$ cat config.mk
export PLATFORM = sky130hd
export DESIGN_NAME = tlb_fifo_lru_lookup_replace
export DESIGN_NICKNAME = d
export VERILOG_FILES = /design/src/tlbfl_pkg.sv /design/src/tlbfl_cell.sv /design/src/tlb_fifo_lru_lookup_replace.sv
export SDC_FILE = /design/constraint.sdc
export NUM_CORES = 2
export LEC_CHECK = 0
export BUFFER_PORTS_ARGS = -buffer_cell sky130_fd_sc_hd__buf_4
export CORE_UTILIZATION = 30
export CTS_CLUSTER_DIAMETER = 60
export CTS_CLUSTER_SIZE = 28
export DETAILED_ROUTE_END_ITERATION = 12
export PLACE_DENSITY = 0.43
export SYNTH_ARGS = -nofsm -noshare
export SYNTH_HDL_FRONTEND = slang
export SYNTH_SLANG_ARGS = --single-unit
$ cat constraint.sdc
create_clock -name clk -period 7.4 [get_ports clk]
set_input_delay 0 -clock clk [delete_from_list [all_inputs] [get_ports clk]]
set_output_delay 0 -clock clk [all_outputs]
set_load 0.005 [all_outputs]
$ cat src/tlbfl_pkg.sv
// Package: shared types, constants and codes for the TLB cell row.
`default_nettype none
package tlbfl_pkg;

    localparam int ENTRIES   = 16;
    localparam int IDX_W     = (ENTRIES > 1) ? $clog2(ENTRIES) : 1;
    localparam int CFG_CNT_W = 5;
    localparam int CMP_W     = (IDX_W + 1 > CFG_CNT_W) ? IDX_W + 1 : CFG_CNT_W;
    localparam int CFG_W     = 5;
    localparam int STAMP_W   = 32;

    // operation codes
    localparam logic [1:0] FUNC_LOOKUP = 2'd0;
    localparam logic [1:0] FUNC_INSERT = 2'd1;
    localparam logic [1:0] FUNC_FLUSH  = 2'd2;

    // register indexes
    localparam logic CFG_USE_LRU = 1'b0;
    localparam logic CFG_ENTRIES = 1'b1;

    localparam logic [STAMP_W-1:0] STAMP_MAX = {STAMP_W{1'b1}};

    typedef struct packed {
        logic [1:0]  func;
        logic [15:0] proc_id;
        logic [11:0] segment_num;
        logic [15:0] page_num;
        logic [15:0] new_frame;
    } req_t;

    typedef struct packed {
        logic        hit;
        logic [15:0] found_frame;
    } rsp_t;

    // token handed from cell to cell during a search pass
    typedef struct packed {
        logic               active;
        logic               sel_found;  // lookup: first hit; insert: first empty
        logic [IDX_W-1:0]   sel_idx;
        logic [15:0]        frame;
        logic               best_ok;
        logic [STAMP_W-1:0] best_stamp;
        logic [IDX_W-1:0]   best_idx;
    } carry_t;

    // entry update broadcast at the end of a pass
    typedef struct packed {
        logic               en;
        logic               fill;       // write tag and frame too
        logic [IDX_W-1:0]   idx;
        logic [15:0]        proc_id;
        logic [11:0]        segment_num;
        logic [15:0]        page_num;
        logic [15:0]        frame;
        logic [STAMP_W-1:0] stamp;
    } wr_t;

    typedef enum logic [1:0] {
        ST_IDLE,
        ST_WALK,
        ST_COMMIT
    } state_t;

endpackage
`default_nettype wire

$ cat src/tlbfl_cell.sv
// One TLB entry plus its stage of the search token.
`default_nettype none
module tlbfl_cell (
    input  wire logic                  clk,
    input  wire logic                  rst_n,
    input  wire logic [tlbfl_pkg::IDX_W-1:0] cell_idx,
    input  wire logic                  cell_en,
    input  wire tlbfl_pkg::req_t       req,
    input  wire tlbfl_pkg::carry_t     carry_in,
    input  wire tlbfl_pkg::wr_t        wr,
    output tlbfl_pkg::carry_t          carry_out
);
    import tlbfl_pkg::*;

    logic               valid_reg, valid_next;
    logic [15:0]        proc_reg;
    logic [11:0]        seg_reg;
    logic [15:0]        page_reg;
    logic [15:0]        frame_reg;
    logic [STAMP_W-1:0] stamp_reg;
    carry_t             carry_reg, carry_next;
    logic               proc_eq;
    logic               tag_hit;
    logic               wr_here;

    assign proc_eq = cell_en && valid_reg && (proc_reg == req.proc_id);
    assign tag_hit = proc_eq && (seg_reg == req.segment_num) && (page_reg == req.page_num);
    assign wr_here = wr.en && (wr.idx == cell_idx);

    always_comb
    begin
        carry_next = carry_in;
        valid_next = valid_reg;
        if (carry_in.active)
        begin
            unique case (req.func)
                FUNC_LOOKUP:
                begin
                    if (!carry_in.sel_found && tag_hit)
                    begin
                        carry_next.sel_found = 1'b1;
                        carry_next.sel_idx   = cell_idx;
                        carry_next.frame     = frame_reg;
                    end
                end
                FUNC_INSERT:
                begin
                    if (cell_en && !valid_reg && !carry_in.sel_found)
                    begin
                        carry_next.sel_found = 1'b1;
                        carry_next.sel_idx   = cell_idx;
                    end
                    // oldest stamp, strict compare keeps the lowest index on ties
                    if (cell_en && valid_reg &&
                        (!carry_in.best_ok || (stamp_reg < carry_in.best_stamp)))
                    begin
                        carry_next.best_ok    = 1'b1;
                        carry_next.best_stamp = stamp_reg;
                        carry_next.best_idx   = cell_idx;
                    end
                end
                FUNC_FLUSH:
                begin
                    if (proc_eq)
                    begin
                        valid_next = 1'b0;
                    end
                end
                default:
                begin
                end
            endcase
        end
        if (wr_here && wr.fill)
        begin
            valid_next = 1'b1;
        end
    end

    always_ff @(posedge clk or negedge rst_n)
    begin
        if (!rst_n)
        begin
            valid_reg <= 1'b0;
            carry_reg <= '0;
        end
        else
        begin
            valid_reg <= valid_next;
            carry_reg <= carry_next;
        end
    end

    always_ff @(posedge clk)
    begin
        if (wr_here)
        begin
            stamp_reg <= wr.stamp;
            if (wr.fill)
            begin
                proc_reg  <= wr.proc_id;
                seg_reg   <= wr.segment_num;
                page_reg  <= wr.page_num;
                frame_reg <= wr.frame;
            end
        end
    end

    assign carry_out = carry_reg;

endmodule
`default_nettype wire

$ cat src/tlb_fifo_lru_lookup_replace.sv
// Top level: fully associative TLB with LRU/FIFO replacement on a row of entry cells.
//
//  channel  | direction | handshake              | payload
//  ---------+-----------+------------------------+------------------------------
//  cfg      | in        | cfg_we                 | cfg_index, cfg_data
//  in       | in        | in_valid / in_ready    | in_data  (func, tags, frame)
//  out      | out       | out_valid / out_ready  | out_data (hit, found_frame)
//
// Each request is carried as a token down the row of ENTRIES cells, one cell
// per cycle; every cell checks its own entry against the request and hands the
// running search result (first hit, first empty entry, oldest stamp) onward.
// The commit state then restamps or fills the chosen entry and loads the result.
// Flush clears matching entries as the token passes each cell.
// in_ready is high only between requests; a result waiting on out_ready does
// not block the next accept, only the next commit.
// Reset clears valid bits, the stamp counter and the tokens and resets the control
// registers; entry tags, frames and stamps stay unreset, only read behind a valid bit.
`default_nettype none
module tlb_fifo_lru_lookup_replace (
    input  wire logic                        clk,
    input  wire logic                        rst_n,
    input  wire logic                        cfg_we,
    input  wire logic                        cfg_index,
    input  wire logic [tlbfl_pkg::CFG_W-1:0] cfg_data,
    input  wire logic                        in_valid,
    output logic                             in_ready,
    input  wire tlbfl_pkg::req_t             in_data,
    output logic                             out_valid,
    input  wire logic                        out_ready,
    output tlbfl_pkg::rsp_t                  out_data
);
    import tlbfl_pkg::*;

    state_t                 state_reg, state_next;
    logic                   use_lru_reg;
    logic [CFG_CNT_W-1:0]   eiu_reg;
    logic [STAMP_W-1:0]     next_stamp_reg, next_stamp_next;
    logic                   start_reg;
    req_t                   req_reg;
    carry_t                 fin_reg;
    logic                   out_valid_reg, out_valid_next;
    rsp_t                   out_data_reg;

    carry_t                 chain [ENTRIES+1];
    logic [ENTRIES-1:0]     cell_en;
    wr_t                    wr;
    logic                   in_fire;
    logic                   commit_go;
    logic                   is_lookup;
    logic                   is_insert;
    rsp_t                   rsp;

    assign in_fire   = in_valid && in_ready;
    assign is_lookup = (req_reg.func == FUNC_LOOKUP);
    assign is_insert = (req_reg.func == FUNC_INSERT);

    // entry i takes part when i < max(1, entries_in_use); above ENTRIES clips itself
    for (genvar i = 0; i < ENTRIES; i++)
    begin : g_en
        assign cell_en[i] = (i == 0) || (CMP_W'(i) < CMP_W'(eiu_reg));
    end

    // token injected at the head of the row; active is the leading field
    assign chain[0] = {start_reg, {($bits(carry_t)-1){1'b0}}};

    for (genvar i = 0; i < ENTRIES; i++)
    begin : g_cell
        tlbfl_cell u_cell (
            .clk       (clk),
            .rst_n     (rst_n),
            .cell_idx  (IDX_W'(i)),
            .cell_en   (cell_en[i]),
            .req       (req_reg),
            .carry_in  (chain[i]),
            .wr        (wr),
            .carry_out (chain[i+1])
        );
    end

    // next state
    always_comb
    begin
        state_next = state_reg;
        unique case (state_reg)
            ST_IDLE:
            begin
                if (in_fire)
                begin
                    state_next = ST_WALK;
                end
            end
            ST_WALK:
            begin
                if (chain[ENTRIES].active)
                begin
                    state_next = ST_COMMIT;
                end
            end
            ST_COMMIT:
            begin
                if (!out_valid_reg || out_ready)
                begin
                    state_next = ST_IDLE;
                end
            end
            default:
            begin
                state_next = ST_IDLE;
            end
        endcase
    end

    // outputs of the sequencer
    always_comb
    begin
        in_ready  = (state_reg == ST_IDLE);
        commit_go = (state_reg == ST_COMMIT) && (!out_valid_reg || out_ready);

        rsp.hit         = is_lookup && fin_reg.sel_found;
        rsp.found_frame = rsp.hit ? fin_reg.frame : 16'd0;

        wr.en          = commit_go &&
                         (is_insert || (is_lookup && fin_reg.sel_found && use_lru_reg));
        wr.fill        = is_insert;
        wr.idx         = (is_insert && !fin_reg.sel_found) ? fin_reg.best_idx
                                                           : fin_reg.sel_idx;
        wr.proc_id     = req_reg.proc_id;
        wr.segment_num = req_reg.segment_num;
        wr.page_num    = req_reg.page_num;
        wr.frame       = req_reg.new_frame;
        wr.stamp       = next_stamp_reg;

        // saturating stamp counter
        next_stamp_next = next_stamp_reg;
        if (wr.en && (next_stamp_reg != STAMP_MAX))
        begin
            next_stamp_next = next_stamp_reg + STAMP_W'(1);
        end

        out_valid_next = out_valid_reg;
        if (commit_go)
        begin
            out_valid_next = 1'b1;
        end
        else if (out_ready)
        begin
            out_valid_next = 1'b0;
        end
    end

    always_ff @(posedge clk or negedge rst_n)
    begin
        if (!rst_n)
        begin
            state_reg      <= ST_IDLE;
            use_lru_reg    <= 1'b0;
            eiu_reg        <= CFG_CNT_W'(16);
            next_stamp_reg <= '0;
            start_reg      <= 1'b0;
            out_valid_reg  <= 1'b0;
        end
        else
        begin
            state_reg      <= state_next;
            next_stamp_reg <= next_stamp_next;
            start_reg      <= in_fire;
            out_valid_reg  <= out_valid_next;
            if (cfg_we)
            begin
                unique case (cfg_index)
                    CFG_USE_LRU: use_lru_reg <= cfg_data[0];
                    CFG_ENTRIES: eiu_reg     <= cfg_data[CFG_CNT_W-1:0];
                    default:
                    begin
                    end
                endcase
            end
        end
    end

    always_ff @(posedge clk)
    begin
        if (in_fire)
        begin
            req_reg <= in_data;
        end
        if ((state_reg == ST_WALK) && chain[ENTRIES].active)
        begin
            fin_reg <= chain[ENTRIES];
        end
        if (commit_go)
        begin
            out_data_reg <= rsp;
        end
    end

    assign out_valid = out_valid_reg;
    assign out_data  = out_data_reg;

endmodule
`default_nettype wire
Word level (Yosys, flattened, before mapping) --
Cells that the tools add are included.
Word-level totals: register bits 2545, input bits 73, output and inout bits 19, logic and storage cells 823
Operators by class: add/subtract/negate cells 1, $lt $le $gt $ge 30, equal/unequal tests 71, muxes and demuxes 183, bitwise operators 1, reductions and logical operators 314
Operator list (count):
- $mux 37 | 32
- $mux 58 | 16
- $eq 16x16->1 | 32
- $lt 32x32->1 | 15
- $mux 21 | 16
- $mux 16 | 16
- $eq 12x12->1 | 16
- $logic_and 1x1->1 | 163
- $pmux 5 s2 | 16
- $reduce_bool 2->1 | 49
- $mux 5 | 16
- $mux 1 | 66
- $reduce_and 3->1 | 17
- $logic_not 1->1 | 47
- $lt 4x5->1 const A | 8
- $reduce_and 2->1 | 18
- $add 32x1->32 const B | 1
- $eq 4x4->1 const B | 8
- $ne 32x32->1 const B | 1
- $lt 3x5->1 const A | 4
- $logic_or 1x1->1 | 17
- $eq 4x3->1 const B | 4
- $lt 2x5->1 const A | 2
- $eq 4x2->1 const B | 2
- 12 further kinds | 18

Longest topological paths before layout --
depth after elaboration 9, gate-level depth with buffers 12, gate-level depth less buffers 10

Cells and area by module --
Synthesis repeated with hierarchy kept, for this count alone.
Unflattened totals: cell total of the unflattened synthesis 6855, area, all modules 107548.1 µm²
By module, submodules not included:
- tlbfl_cell (g_cell[0].u_cell ...) | times used 11, cells each 408, area an instance 6399.9 µm², seq. area each 4264.1 µm²
- tlbfl_cell (g_cell[5].u_cell ...) | times used 5, cells each 408, area an instance 6342.3 µm², seq. area each 4264.1 µm²
- tlb_fifo_lru_lookup_replace | times used 1, cells each 327, area an instance 5437.7 µm², seq. area each 4175.3 µm²

Least setup slack after synthesis --
Ideal clock, no wire load.
kind reg2reg, from register req_reg[61] in the netlist's numbering, to register g_cell[7].u_cell.frame_reg[0], enable pin, arrival 4332 ps, slack 2588 ps, stages on the path, launching flop included 11, path buffers 3, clock period less this slack 4812 ps, cells stage by stage edfxtp_1 buf_2 inv_1 nand2_1 clkbuf_1 nor2_1 clkbuf_1 nand3_1 o21ai_0 nand2_1 nor2_1
On the way: longest elaborated chain between the ends 7, elaborated cells on any way between the ends 11, classes of those cells 2 x eq/ne; 1 x mux; 8 x reduce/logical
Ends and longest elaborated chain:
- from (decl) | line tlb_fifo_lru_lookup_replace.sv:39 | req_t req_reg;
- from (signal assigned) | line tlb_fifo_lru_lookup_replace.sv:185 | req_reg <= in_data;
- branches (longest 6 deep; another with $mux 4)
- $reduce_and 2->1 (no source line) *
- to (signal assigned) | line tlbfl_cell.sv:104 | frame_reg <= wr.frame;
- to (decl) | line tlbfl_cell.sv:19 | logic [15:0] frame_reg;
Mark *: on every way between the ends. A chain may end at the register's enable or synchronous reset.

Worst setup path in the final report --
from register fin_reg[57] in the netlist's numbering, to register g_cell[11].u_cell.page_reg[15], enable pin
On the way: longest elaborated chain between the ends 6, elaborated cells on any way between the ends 10, classes of those cells 1 x eq/ne; 1 x mux; 8 x reduce/logical
Ends and longest elaborated chain:
- from (decl) | line tlb_fifo_lru_lookup_replace.sv:40 | carry_t fin_reg;
- from (signal assigned) | line tlb_fifo_lru_lookup_replace.sv:189 | fin_reg <= chain[ENTRIES];
- $logic_not 1->1 / $logic_and 1x1->1 (equally long branches) | line tlb_fifo_lru_lookup_replace.sv:125, tlb_fifo_lru_lookup_replace.sv:123
- $logic_and 1x1->1 (on tied branches) | line tlb_fifo_lru_lookup_replace.sv:125, tlb_fifo_lru_lookup_replace.sv:123
- $mux 4 / $logic_or 1x1->1 (equally long branches) | line tlb_fifo_lru_lookup_replace.sv:125, tlb_fifo_lru_lookup_replace.sv:123
- $eq 4x4->1 / $logic_and 1x1->1 (equally long branches) | line tlbfl_cell.sv:28, tlb_fifo_lru_lookup_replace.sv:122
- $logic_and 1x1->1 * | line tlbfl_cell.sv:28 | assign wr_here = wr.en && (wr.idx == cell_idx);
- $reduce_and 2->1 (no source line) *
- to (signal assigned) | line tlbfl_cell.sv:103 | page_reg <= wr.page_num;
- to (decl) | line tlbfl_cell.sv:18 | logic [15:0] page_reg;
Every way passes the cells marked *; elsewhere a longest branch is shown, timed or not.

==> impl_metrics.toml <==
[outcome]
status = "complete, but fails checks"
violations = "max-capacitance violations, max-slew violations"

[global_routing]
grt_pass1_wl_um = 397400
grt_max_degree = 151
grt_usage = 0.1535
antenna_found_initial = 12
grt_pass1_vias = 57750
grt_overflow_total = 0

[placed_design]
port-buffer-count = 91
placed_area_um2 = 110500
place.gp.congestion = 0.7809
dpl.hpwl_um = 176700

[critical_path]
crit_start = "fin_reg[57]$_DFFE_PP_"
reg2reg_from = "fin_reg[57]$_DFFE_PP_"
crit_path_start_kind = "flop"
cp-end-kind = "flop"
critPathArrivalTime_ns = 5.31
required_ns = 7.95
worstPathMaxFanout = 34
crit_type = "reg -> reg"

[die]
io_pins = 92
core_um2 = 342700
start_util = 0.3012
rows = 215
dieArea_um2 = 346500
die_w_um = 588.6
die_height_um = 588.6

[timing]
fin_crit_sh = 0.6437
skew_ns = 0.06852
final.setup.tns_ns = 0
fin_crit_ns = 4.764
slew_violations = 1
rsz0062_at_grt = "no"
slew_headroom = -0.009826
setup_viol = 0
worst_pin_slew_ns = 1.495
hold_violations = 0
clock.fmax_mhz = 209.9

[clock_tree]
cts_buffers = 233
htreeDepth = 4
clock_latency_ns = 0.91
clkSinkCount = 2515
tritoncts = "yes"
clockRootBuffer = "clkbuf_16"
clk_pin_slew_ns = 0.08
cts_setup_buffers = 0
clk_path_buf_depth = 4

[synthesis]
synth_top_family_by_area = "multiplexers"
syn-cell-area_um2 = 103200
synth_compound_area_frac = 0.03991
async_reset_ff_frac = 0.3734
ys_seq_elements = 2515
post_synth_xor_area_fraction = 0.06235
synth_ff_type = "edfxtp_1"
synth_simple_gate_area_frac = 0.05867
synth-edff-count = 1576
syn-num-nets = 7301
synth.area.mux_share = 0.06930
synth-adder-area-share = 0.05647
syn_avg_cell_area_um2 = 15.27
synth_cell_types = 77
syn_inst = 6762
synth_warnings = 0
synth-seq-area-share = 0.6860

[layout]
nNetsFinal = 7746
largest_register_ffs = 881
fin_area_um2 = 120100
num-fill-cells = 33050
multi_input_area_um2 = 30020
syn_to_final_growth_pct = 16.37
seq_area_um2 = 70820
final_common_cell = "edfxtp_1"
drive_gt1_frac = 0.1940
fin_util = 0.3506
final_cell_mix = "edfxtp_1, dfrtp_1, mux2_2"

[power]
power_density_nw_per_um2 = 235.2
power_switching_mw = 6.450
switching_share = 0.2283
clockPowerShare = 0.451
leakagePower_nw = 44.15
p_int_mw = 21.81
p_total_mw = 28.26
seq_power_share = 0.529
combPwrFrac = 0.020
peakVddDrop_uv = 197.7

[flow_run]
drv_cap = 1

[route]
drc = 0
drtIter0Drc = 3314
routedWlPerCell_um = 22.30
drtAntennaViolNets = 0
drt_pre_antenna_iters = 5
vias = 54620
drt_wl_total_um = 267000
via_per_inst = 4.562

[min_path]
hold_start = "in_valid"
hp-class = "in -> reg"
-- worst max-delay path, stage by stage, from the launching register on --
cell and delay, ns:
edfxtp_1 1.07, a21oi_1 0.18, nor3_2 0.71, nand2_1 0.79
nor2_4 1.13, buf_4 0.51
-- what timing repair did --
item | in CTS | in global routing
gates resized for setup | 0 | 0
hold buffers | 148 | 0
endpoints found under the hold margin | 527 | 0
-- Yosys cell counts, types with 7 or more instances --
library cell,number,area [µm²]
buf_4,12,90.09
a2111oi_0,7,61.31
a22oi_1,65,488.0
a21oi_1,128,640.6
edfxtp_1,1576,47330
o211ai_1,47,352.8
nor2b_1,41,256.5
a211oi_1,22,165.2
nand4_1,190,1189
nor2_1,149,559.3
o31ai_1,15,112.6
or4_1,9,67.56
nor3_1,66,330.3
and2_1,74,462.9
ha_1,466,5831
o21ai_0,86,430.4
xor2_1,271,2374
o311ai_0,30,262.8
xnor2_1,464,4064
a211o_1,14,122.6
nand2b_1,60,375.4
nand2_1,155,581.8
a21o_1,119,893.4
clkbuf_1,92,345.3
or2_2,38,237.7
o21a_1,8,60.06
and3_1,28,175.2
dfrtp_1,938,23470
a31oi_1,14,87.58
nor4_1,95,594.3
buf_2,98,490.5
or3_1,12,75.07
mux2_2,622,7004
nor3b_1,8,60.06
mux2_4,10,150.1
nand3_1,144,720.7
and4_1,9,78.83
inv_1,489,1836
-- power by group through the flow --
stage	Clock (mW)	Combinational (mW)	Sequential, mW
after detailed placement	0	0.507	15.3
final	12.7	0.556	15.0
after global placement	0	0.504	15.3
after floorplan	0	0.246	15.2
after CTS	13.2	0.577	15.0
after global routing	13.7	0.631	15.0
-- logic make-up (layout without fill, tap and decap cells) --
logic type      count (synthesis)  after routing
flops                        2515           2515
other cells                     0              7
mux                           632            632
simple gates                 1110           1110
xor+xnor                      735            735
fa+ha+maj                     466            466
buf+inv                       698           1345
compound gates                606            606
-- final cells by class --
type,instances,share of cell area
sequential,2515,0.5895
multi-input combinational,3549,0.2499
clock buffer,268,0.05136
tap,4557,0.04746
timing repair buffer,419,0.03020
clock inverter,169,0.01618
inverter,489,0.01528
antenna,7,0.0001458
-- per-stage QoR --
| stage | worst slack, ns | hold WS [ns] | cells |
|---|---|---|---|
| after global placement | 2.449 | 0.08476 | 11380 |
| after detailed placement | 2.392 | 0.08606 | 11380 |
| final | 2.636 | 0.2964 | 11970 |
| after floorplan | 2.588 | -0.2956 | 6762 |
| after CTS | 2.376 | 0.2337 | 11970 |
| after global routing | 2.295 | 0.2700 | 11970 |
-- routing by layer --
| metal | track usage | share of wire | vias to the layer above |
|---|---|---|---|
| li1 | - | - | 25460 |
| met1 | 0.2046 | 0.45 | 28120 |
| met2 | 0.2657 | 0.49 | 717 |
| met3 | 0.01787 | 0.030 | 319 |
| met4 | 0.03739 | 0.024 | 0 |
| met5 | 0 | 0 | - |
-- final timing paths --
kind | cells past startpoint | to | slack, ns
worst max register to register | 5 | g_cell[11].u_cell.page_reg[15]$_DFFE_PP_ | 2.64
worst max-delay path | 5 | g_cell[11].u_cell.page_reg[15]$_DFFE_PP_ | 2.64
max in group asynchronous | 5 | g_cell[2].u_cell.carry_out[37]$_DFF_PN0_ | 5.62
worst min-delay path | 3 | start_reg$_DFF_PN0_ | 0.30
min in group asynchronous | 4 | g_cell[14].u_cell.carry_out[15]$_DFF_PN0_ | 0.39
worst min register to register | 0 | g_cell[3].u_cell.carry_out[58]$_DFF_PN0_ | 0.38
No activity file was read; power rests on OpenSTA's default activity.
